`src/rtl/assert_macros.svh`:
```
// Assertion macros shared by the scaler RTL files.
// Depends on nothing; the bodies are empty when SYNTHESIS is defined.
`ifndef ASSERT_MACROS_SVH
`define ASSERT_MACROS_SVH
`ifndef SYNTHESIS
`define ASSERT_ALWAYS(label, clk, rst, prop) \
   label: assert property (@(posedge clk) disable iff (rst) (prop)) \
      else $error("assertion failed: invariant violated");
`define ASSERT_NEXT(label, clk, rst, pre, post) \
   label: assert property (@(posedge clk) disable iff (rst) (pre) |=> (post)) \
      else $error("assertion failed: next-cycle check violated");
`else
`define ASSERT_ALWAYS(label, clk, rst, prop)
`define ASSERT_NEXT(label, clk, rst, pre, post)
`endif
`endif

```
`src/rtl/nns_pkg.sv`:
```
// Package for the nearest-neighbor scaler: sizes, word types, register codes
// and the configuration clamping functions. Depends on nothing.
package nns_pkg;

   localparam int MAX_SRC_DIM = 512;
   localparam int MAX_OUT_DIM = 1023;
   localparam int MIN_DIM     = 2;

   localparam int CFG_W   = 10;
   localparam int COORD_W = 10;
   localparam int PIX_W   = 8;

   localparam int SRC_W       = $clog2(MAX_SRC_DIM);
   localparam int OUT_W       = $clog2(MAX_OUT_DIM);
   localparam int PROD_W      = OUT_W + SRC_W;
   localparam int NUM_W       = PROD_W + 1;
   localparam int DEN_W       = OUT_W + 1;
   localparam int STORE_DEPTH = MAX_SRC_DIM * MAX_SRC_DIM;
   localparam int ADDR_W      = $clog2(STORE_DEPTH);

   localparam int LANES    = 2;
   localparam int LANE_ROW = 0;
   localparam int LANE_COL = 1;

   localparam int SRC_RESET = 512;
   localparam int OUT_RESET = 768;

   localparam int CSR_IDX_W = 3;

   typedef enum logic [CSR_IDX_W-1:0] {
      CSR_SRC_WIDTH  = 3'd0,
      CSR_SRC_HEIGHT = 3'd1,
      CSR_OUT_WIDTH  = 3'd2,
      CSR_OUT_HEIGHT = 3'd3
   } csr_index_type;

   localparam logic ACT_LOAD = 1'b0;
   localparam logic ACT_READ = 1'b1;

   typedef struct packed {
      logic               action;
      logic [COORD_W-1:0] row;
      logic [COORD_W-1:0] col;
      logic [PIX_W-1:0]   pixel_in;
   } nns_req_type;

   typedef struct packed {
      logic [PIX_W-1:0] pixel_out;
      logic [SRC_W-1:0] src_row_used;
      logic [SRC_W-1:0] src_col_used;
   } nns_rsp_type;

   typedef struct packed {
      logic              valid;
      logic              is_load;
      logic              wr_ok;
      logic [ADDR_W-1:0] waddr;
      logic [PIX_W-1:0]  pixel;
   } nns_side_type;

   typedef struct packed {
      logic [OUT_W-1:0] o;
      logic [SRC_W-1:0] sm1;
      logic [OUT_W-1:0] span;
   } nns_lane_type;

   function automatic logic [SRC_W-1:0] src_less1(input logic [CFG_W-1:0] v);
      logic [SRC_W-1:0] r;
      if (int'(v) < MIN_DIM) begin
         r = SRC_W'(MIN_DIM - 1);
      end else if (int'(v) >= MAX_SRC_DIM) begin
         r = SRC_W'(MAX_SRC_DIM - 1);
      end else begin
         r = SRC_W'(v - CFG_W'(1));
      end
      return r;
   endfunction

   function automatic logic [OUT_W-1:0] out_span(input logic [CFG_W-1:0] v);
      logic [OUT_W-1:0] r;
      if (int'(v) < MIN_DIM) begin
         r = OUT_W'(MIN_DIM - 1);
      end else if (int'(v) >= MAX_OUT_DIM) begin
         r = OUT_W'(MAX_OUT_DIM - 1);
      end else begin
         r = OUT_W'(v - CFG_W'(1));
      end
      return r;
   endfunction

endpackage

```
`src/rtl/nns_map.sv`:
```
// Coordinate mapping pipeline: multiply, numerator build and a restoring
// divider that settles one quotient bit per stage, row and column side by side.
// Depends on nns_pkg and assert_macros.svh.
`include "assert_macros.svh"

module nns_map (
   input  logic                                          clock,
   input  logic                                          reset,
   input  nns_pkg::nns_side_type                         side_in,
   input  nns_pkg::nns_lane_type [nns_pkg::LANES-1:0]    lane_in,
   output nns_pkg::nns_side_type                         side_out,
   output logic [nns_pkg::LANES-1:0][nns_pkg::SRC_W-1:0] quo_out
);
   import nns_pkg::*;

   nns_side_type                     side_m0_ff;
   logic [LANES-1:0][PROD_W-1:0]     prod_m0_ff;
   logic [LANES-1:0][OUT_W-1:0]      span_m0_ff;

   logic [LANES-1:0][NUM_W-1:0]      num_in;
   nns_side_type                     side_m1_ff;
   logic [LANES-1:0][DEN_W-1:0]      rem_m1_ff;
   logic [LANES-1:0][DEN_W-1:0]      den_m1_ff;
   logic [LANES-1:0][SRC_W-1:0]      nlo_m1_ff;

   nns_side_type                     side_ff [SRC_W];
   logic [LANES-1:0][DEN_W-1:0]      rem_ff  [SRC_W];
   logic [LANES-1:0][DEN_W-1:0]      den_ff  [SRC_W];
   logic [LANES-1:0][SRC_W-1:0]      nlo_ff  [SRC_W];
   logic [LANES-1:0][SRC_W-1:0]      quo_ff  [SRC_W];

   nns_side_type                     side_pv [SRC_W];
   logic [LANES-1:0][DEN_W-1:0]      rem_pv  [SRC_W];
   logic [LANES-1:0][DEN_W-1:0]      den_pv  [SRC_W];
   logic [LANES-1:0][SRC_W-1:0]      nlo_pv  [SRC_W];
   logic [LANES-1:0][SRC_W-1:0]      quo_pv  [SRC_W];

   logic [LANES-1:0][DEN_W-1:0]      rem_in  [SRC_W];
   logic [LANES-1:0][SRC_W-1:0]      nlo_in  [SRC_W];
   logic [LANES-1:0][SRC_W-1:0]      quo_in  [SRC_W];

   always_ff @(posedge clock) begin
      side_m0_ff <= side_in;
      for (int l = 0; l < LANES; l++) begin
         prod_m0_ff[l] <= PROD_W'(lane_in[l].o) * PROD_W'(lane_in[l].sm1);
         span_m0_ff[l] <= lane_in[l].span;
      end
      if (reset) begin
         side_m0_ff.valid <= 1'b0;
      end
   end

   // The numerator is 2*o*(S-1) + (O-1) and the divisor 2*(O-1).
   always_comb begin
      for (int l = 0; l < LANES; l++) begin
         num_in[l] = {prod_m0_ff[l], 1'b0} + NUM_W'(span_m0_ff[l]);
      end
   end

   always_ff @(posedge clock) begin
      side_m1_ff <= side_m0_ff;
      for (int l = 0; l < LANES; l++) begin
         rem_m1_ff[l] <= num_in[l][NUM_W-1:SRC_W];
         nlo_m1_ff[l] <= num_in[l][SRC_W-1:0];
         den_m1_ff[l] <= {span_m0_ff[l], 1'b0};
      end
      if (reset) begin
         side_m1_ff.valid <= 1'b0;
      end
   end

   always_comb begin
      side_pv[0] = side_m1_ff;
      rem_pv[0]  = rem_m1_ff;
      den_pv[0]  = den_m1_ff;
      nlo_pv[0]  = nlo_m1_ff;
      quo_pv[0]  = '0;
      for (int k = 1; k < SRC_W; k++) begin
         side_pv[k] = side_ff[k-1];
         rem_pv[k]  = rem_ff[k-1];
         den_pv[k]  = den_ff[k-1];
         nlo_pv[k]  = nlo_ff[k-1];
         quo_pv[k]  = quo_ff[k-1];
      end
   end

   // Each stage brings down the next numerator bit and subtracts the divisor
   // when it fits, giving one quotient bit.
   always_comb begin
      logic [DEN_W:0] trial;
      logic           qbit;
      for (int k = 0; k < SRC_W; k++) begin
         for (int l = 0; l < LANES; l++) begin
            trial = {rem_pv[k][l], nlo_pv[k][l][SRC_W-1]};
            if (trial >= {1'b0, den_pv[k][l]}) begin
               rem_in[k][l] = DEN_W'(trial - {1'b0, den_pv[k][l]});
               qbit = 1'b1;
            end else begin
               rem_in[k][l] = DEN_W'(trial);
               qbit = 1'b0;
            end
            nlo_in[k][l] = nlo_pv[k][l] << 1;
            quo_in[k][l] = SRC_W'({quo_pv[k][l], qbit});
         end
      end
   end

   always_ff @(posedge clock) begin
      for (int k = 0; k < SRC_W; k++) begin
         side_ff[k] <= side_pv[k];
         rem_ff[k]  <= rem_in[k];
         den_ff[k]  <= den_pv[k];
         nlo_ff[k]  <= nlo_in[k];
         quo_ff[k]  <= quo_in[k];
      end
      if (reset) begin
         for (int k = 0; k < SRC_W; k++) begin
            side_ff[k].valid <= 1'b0;
         end
      end
   end

   assign side_out = side_ff[SRC_W-1];
   assign quo_out  = quo_ff[SRC_W-1];

   `ASSERT_ALWAYS(a_row_rem_start, clock, reset, side_m1_ff.valid |-> rem_m1_ff[LANE_ROW] < den_m1_ff[LANE_ROW])
   `ASSERT_ALWAYS(a_col_rem_start, clock, reset, side_m1_ff.valid |-> rem_m1_ff[LANE_COL] < den_m1_ff[LANE_COL])
   `ASSERT_ALWAYS(a_row_rem_end, clock, reset, side_ff[SRC_W-1].valid |-> rem_ff[SRC_W-1][LANE_ROW] < den_ff[SRC_W-1][LANE_ROW])
   `ASSERT_ALWAYS(a_col_rem_end, clock, reset, side_ff[SRC_W-1].valid |-> rem_ff[SRC_W-1][LANE_COL] < den_ff[SRC_W-1][LANE_COL])

endmodule

```
`config.mk`:
```
export PLATFORM = sky130hd
export DESIGN_NAME = nns_map
export DESIGN_NICKNAME = d
export VERILOG_FILES = /design/src/rtl/nns_pkg.sv /design/src/rtl/nns_map.sv
export VERILOG_INCLUDE_DIRS = /design/src /design/src/rtl
export SDC_FILE = /design/constraint.sdc
export NUM_CORES = 1
export LEC_CHECK = 0
export BUFFER_PORTS_ARGS = -buffer_cell sky130_fd_sc_hd__clkbuf_2
export CAP_MARGIN = 20
export CORE_UTILIZATION = 40
export DETAILED_ROUTE_END_ITERATION = 10
export PLACE_DENSITY = 0.59
export SETUP_SLACK_MARGIN = 0.1
export SYNTH_ARGS = -nofsm -noshare
export SYNTH_HDL_FRONTEND = slang
export SYNTH_SLANG_ARGS = --single-unit
```
`constraint.sdc`:
```
create_clock -name clock -period 6.89 [get_ports clock]
set_input_delay 0.689 -clock clock [delete_from_list [all_inputs] [get_ports clock]]
set_output_delay 0.689 -clock clock [all_outputs]
set_load 0.05 [all_outputs]
```
* After elaboration in Yosys (flattened, before gate mapping)
Memory sizes are Yosys's and may differ from the RTL's.
Index checks and enable logic that the tools add are counted.
** Word-level totals
- Flip-flop bits (word level) :: 176
- Memory bits (writable) :: 963
- Output and inout port bits :: 47
- Logic and storage cells :: 121
- Memories :: 5
** Memories
- side_ff :: depth 9, bits a word 29, rd ports 9, clocked after memory_dff 0, write ports 9, RTL line nns_map.sv:26 : nns_side_type side_ff [SRC_W];
- den_ff :: depth 9, bits a word 22, rd ports 8, clocked after memory_dff 0, write ports 9, RTL line nns_map.sv:28 : logic [LANES-1:0][DEN_W-1:0] den_ff [SRC_W];
- rem_ff :: depth 9, bits a word 22, rd ports 8, clocked after memory_dff 0, write ports 9, RTL line nns_map.sv:27 : logic [LANES-1:0][DEN_W-1:0] rem_ff [SRC_W];
- quo_ff :: depth 9, bits a word 18, rd ports 9, clocked after memory_dff 0, write ports 9, RTL line nns_map.sv:30 : logic [LANES-1:0][SRC_W-1:0] quo_ff [SRC_W];
- nlo_ff :: depth 9, bits a word 16, rd ports 8, clocked after memory_dff 0, write ports 9, RTL line nns_map.sv:29 : logic [LANES-1:0][SRC_W-1:0] nlo_ff [SRC_W];
** Cells by class
- $add $sub $neg :: 20
- Multipliers :: 2
- $lt $le $gt $ge :: 18
- Multiplexer cells :: 47
- Bitwise gates (word level) :: 9
** Operators by type and width (count)
- greater-or-equal comparator 12 x 11 -> 1 bit :: 18
- two-way mux 11 bit :: 18
- subtractor 11 bit :: 18
- adder 20 x 10 -> 20 bit :: 2
- multiplier 10 x 9 -> 19 bit :: 2
- two-way mux 1 bit :: 29
- OR 1 bit (first input constant) :: 9

* Depth between registers and ports, before layout
- Word-level depth :: 3
- Mapped depth :: 18
- Gate-level depth less buffers :: 17

* Worst setup path before layout
OpenSTA, ideal clock, no wires.
- Path kind :: input-to-reg
- From :: input lane_in[41] (netlist bit)
- To :: register prod_m0_ff[35] (netlist bit)
- Library setup time :: 0.129 ns
- Arrival time :: 4.545 ns
- Required time :: 6.761 ns
- Slack :: 2.216 ns
- Stages on the path :: 16
- Path buffers :: 1
- Cells stage by stage :: clkbuf_1 -> nand2_1 -> fa_1 -> inv_1 -> fa_1 -> fa_1 -> inv_1 -> fa_1 -> inv_1 -> ha_1 -> a21oi_1 -> nor2b_1 -> a311o_1 -> a31oi_4 -> o21ai_1 -> xor2_1
** Between the ends
- Word-level cells in the longest chain between the ends :: 1
** RTL lines
- from (decl) :: RTL line nns_map.sv:10 : input nns_pkg::nns_lane_type [nns_pkg::LANES-1:0] lane_in,
- multiplier 10 x 9 -> 19 bit :: RTL line nns_map.sv:45 : prod_m0_ff[l] <= PROD_W'(lane_in[l].o) * PROD_W'(lane_in[l].sm1);
- to (signal, indexed assignment) :: RTL line nns_map.sv:45
- to (decl) :: RTL line nns_map.sv:17 : logic [LANES-1:0][PROD_W-1:0] prod_m0_ff;
No other way between the ends.
A chain may end at the register's enable or synchronous reset.

* Final worst setup path
- From :: input lane_in[22] (netlist bit)
- To :: register prod_m0_ff[17] (netlist bit)
Same word-level chain as after synthesis.

==> flow_metrics.tcl <==
set metrics [dict create \
    ys_seq_elements 917 \
    min_period_ns 4.28 \
    vdd_ir_drop_max_mv 0.213 \
    die-height_um 301 \
    cts.sinks 917 \
    grt_pass1_wl_um 100000 \
    min_delay_path_depth 1 \
    grt_use_met3_pct 2.46 \
    cts_resized 0 \
    grtUsageMet1_pct 16.2 \
    final_antenna_net_count 0 \
    dieArea_um2 90700 \
    drt_iter0_drc 784 \
    synth_top_area_share_pct 51.3 \
    worst-r2r-setup-slack_ns 3.98 \
    synth_edf_count 0 \
    timing.rr.end "rem_ff[0][3]" \
    cp.required_ns 7.47 \
    clkTransAtPathRegs_ns 0.06 \
    crit_path_start_kind "input pin" \
    met2_usage_pct 23.1 \
    dp_hpwl_um 45400 \
    syn_inst 3228 \
    numPortBuffers 135 \
    grt_overflow 0 \
    slew_headroom_pct 27.7 \
    cts_tree "yes" \
    htree_num_levels 3 \
    arrival_ns 4.86 \
    critPathKind "input pin to flip-flop" \
    core_area_um2 88500 \
    final_util_pct 46.0 \
    clock_skew_ns 0.0302 \
    cts_inserted_buffers 93 \
    drc_errors 4 \
    fill_cells 8197 \
    setup_violations 0 \
    timing.final.hold_violations 0 \
    crit_fanout 9 \
    worst_pin_slew_ns 1.08 \
    syn-num-nets 3723 \
    grt_pass1_vias 21158 \
    holdBufCountCts 0 \
    end_kind "flip-flop" \
    avgViaCountPerCell 4.52 \
    startpoint "lane_in[22]" \
    clockBufferDepth 3 \
    synth_flop_cell "dfxtp_1" \
    yosysUniqueCellTypes 66 \
    switching_power_mw 6.58 \
    fp.dieW_um 301 \
    clockPowerShare_pct 25.4 \
    swShare_pct 33.2 \
    wl_per_cell_um 12.7 \
    antenna_found_initial 1 \
    r2r_cells 9 \
    routed_wirelength_um 59000 \
    ys_seq_area_share_pct 51.3 \
    drv_slew 0 \
    violations "design-rule violations" \
    power_density_nw_per_um2 486 \
    rsz0062_at_grt "no" \
    cellLeakagePower_nw 18.7 \
    cp_cell_sequence "clkbuf_2 > and2_1 > fa_1 > fa_1 > fa_1 > inv_1 > fa_1 > inv_1 > ha_1 > a21o_1 > a31oi_1 > o21ai_1 > a311o_1 > a31oi_1 > xnor2_1" \
    firstDrtPassIters 7 \
    setup.worst_path.end "prod_m0_ff[17]" \
    p_seq_share_pct 36.5 \
    fmax_ghz 0.234 \
    start_util_pct 40.5 \
    hold_slack_ns 0.135 \
    grt_usage_pct 13.4 \
    intPower_mw 13.2 \
    status "complete, but fails checks" \
    place.gp.congestion 0.840 \
    syn-cell-area_um2 35800 \
    cts_root_buf "clkbuf_16" \
    finalCritPeriodShare_pct 62.1 \
    fin_nets 3888 \
    comb_power_share_pct 38.1 \
    yosysTopAreaCell "dfxtp_1" \
    timing.rr.start "den_m1_ff[2]" \
    placed_cells 4459 \
    postSynthAreaPerCell_um2 11.1 \
    hp-class "input pin to flip-flop" \
    fin_ws_ns 2.61 \
    num_vias 20955 \
    insertion_delay_ns 0.66 \
    drv_cap 0 \
    stdcell_count 4636 \
    post_cts_buffers 0 \
    max_stage_delay_ns 0.55 \
    synthArstFlopShare_pct 0 \
    crit_top_cell "fa_1" \
    ys_top_cells_by_area "dfxtp_1 (51%), ha_1 (9.6%), fa_1 (7.4%), inv_1 (4.4%), mux2_2 (3.6%)" \
    dp_slack_ns 1.96 \
    crit_slowest_cell "fa_1" \
    antenna_cells 0 \
    drive_above_1_share_pct 12.5 \
    ys_warn_count 0 \
    rows 109 \
    grt_max_degree 20 \
    tns_ns 0 \
    top_usage_layer "met2" \
    synthToLayoutAreaGrowth_pct 13.7 \
    ios 136 \
]
## sequential cells by signal, summed over array words and instances (netlist names)
register	cells
nlo_m1_ff	2
side_ff	261
span_m0_ff	20
prod_m0_ff	38
rem_m1_ff	22
nlo_in	16
den_m1_ff	18
side_m0_ff	29
quo_ff	90
side_m1_ff	29
den_ff	145
rem_ff	176
nlo_ff	71
## routing by layer
metal | part of all wire (%) | vias up
met3 | 3.8 | 113
met1 | 45 | 9551
li1 | - | 11015
met5 | 0.029 | -
met2 | 48 | 274
met4 | 3.0 | 2
## area by class of cell
cell class                 count  area (um2)  area share (%)
sequential                   917       18400            45.1
timing repair buffer         143         736            1.81
clock buffer                 135        2710            6.65
inverter                     418        1570            3.86
tap                         1165        1460            3.58
clock inverter                38         457            1.12
multi-input combinational   1820       15400            37.9
## Yosys cell counts, drive strengths merged, types with 31 or more instances
cell type  number
buf            63
mux2i          34
dfxtp         917
o21ai          84
a21oi         139
and2          119
nand2         142
fa            132
nor2          157
inv           418
xnor2         110
ha            274
nand2b         31
mux2          117
nor3           51
nand3          34
nor2b          71
## how the worst min path moves through the flow
| stage | to | slack, ns | startpoint |
|---|---|---|---|
| floorplan | nlo_ff[0][103] | 0.31 | nlo_ff[0][86] |
| global placement | side_ff[0][85] | 0.31 | side_ff[0][56] |
| detailed placement | nlo_ff[0][26] | 0.31 | nlo_ff[0][9] |
| CTS | span_m0_ff[16] | 0.08 | lane_in[35] |
| global route | span_m0_ff[7] | 0.10 | lane_in[7] |
| finish | span_m0_ff[16] | 0.13 | lane_in[35] |
## stage by stage
step                area [um2]  power [mW]
floorplan                35800        13.4
global placement         37500        14.8
detailed placement       37500        14.9
CTS                      40700        20.1
global route             40700        21.4
finish                   40700        19.8
## critical path, delay by kind of cell
| family | cells | cell delay, ns |
|---|---|---|
| AO/OA/AOI/OAI | 5 | 1.11 |
| XOR/XNOR | 1 | 0.14 |
| adder cells (fa/ha/maj) | 5 | 2.48 |
| buffers and inverters | 3 | 0.25 |
| AND/OR/NAND/NOR | 1 | 0.20 |
## placed cells by master (no fill, tap or decap), types with 14 or more instances in the layout
cell type,instances
a211oi_1,15
a21boi_0,17
a21o_1,26
a21oi_1,137
and2_1,119
clkbuf_1,21
clkbuf_16,94
clkbuf_2,135
clkbuf_8,20
dfxtp_1,917
fa_1,132
ha_1,274
inv_1,417
mux2_2,114
mux2i_1,34
nand2_1,142
nand2b_1,31
nand3_1,34
nand4b_1,18
nor2_1,156
nor2b_1,71
nor3_1,51
o2111ai_1,14
o211ai_1,24
o21a_1,28
o21ai_0,62
o21ai_1,18
o21bai_1,15
o311ai_0,25
xnor2_1,110
xor2_1,18
## cell families (layout without fill, tap and decap cells)
kind of cell	count (synthesis)	in the layout	share of synthesized area, %
and+or+nand+nor	672	672	9.60
DFF	917	917	51.3
AOI/OAI and AO/OA	463	463	8.58
buffers and inverters	491	734	5.80
muxes	151	151	4.66
xor gates and xnor gates	128	128	3.13
adders and majority gates	406	406	17.0
## power by group through the flow
stage | Combinational, mW | Sequential, mW | Clock [mW]
finish | 7.54 | 7.22 | 5.02
global route | 8.61 | 7.37 | 5.43
CTS | 7.60 | 7.26 | 5.21
detailed placement | 7.53 | 7.37 | 0
global placement | 7.46 | 7.36 | 0
floorplan | 6.32 | 7.10 | 0
Note: power is estimated with default switching activity, not from simulation.
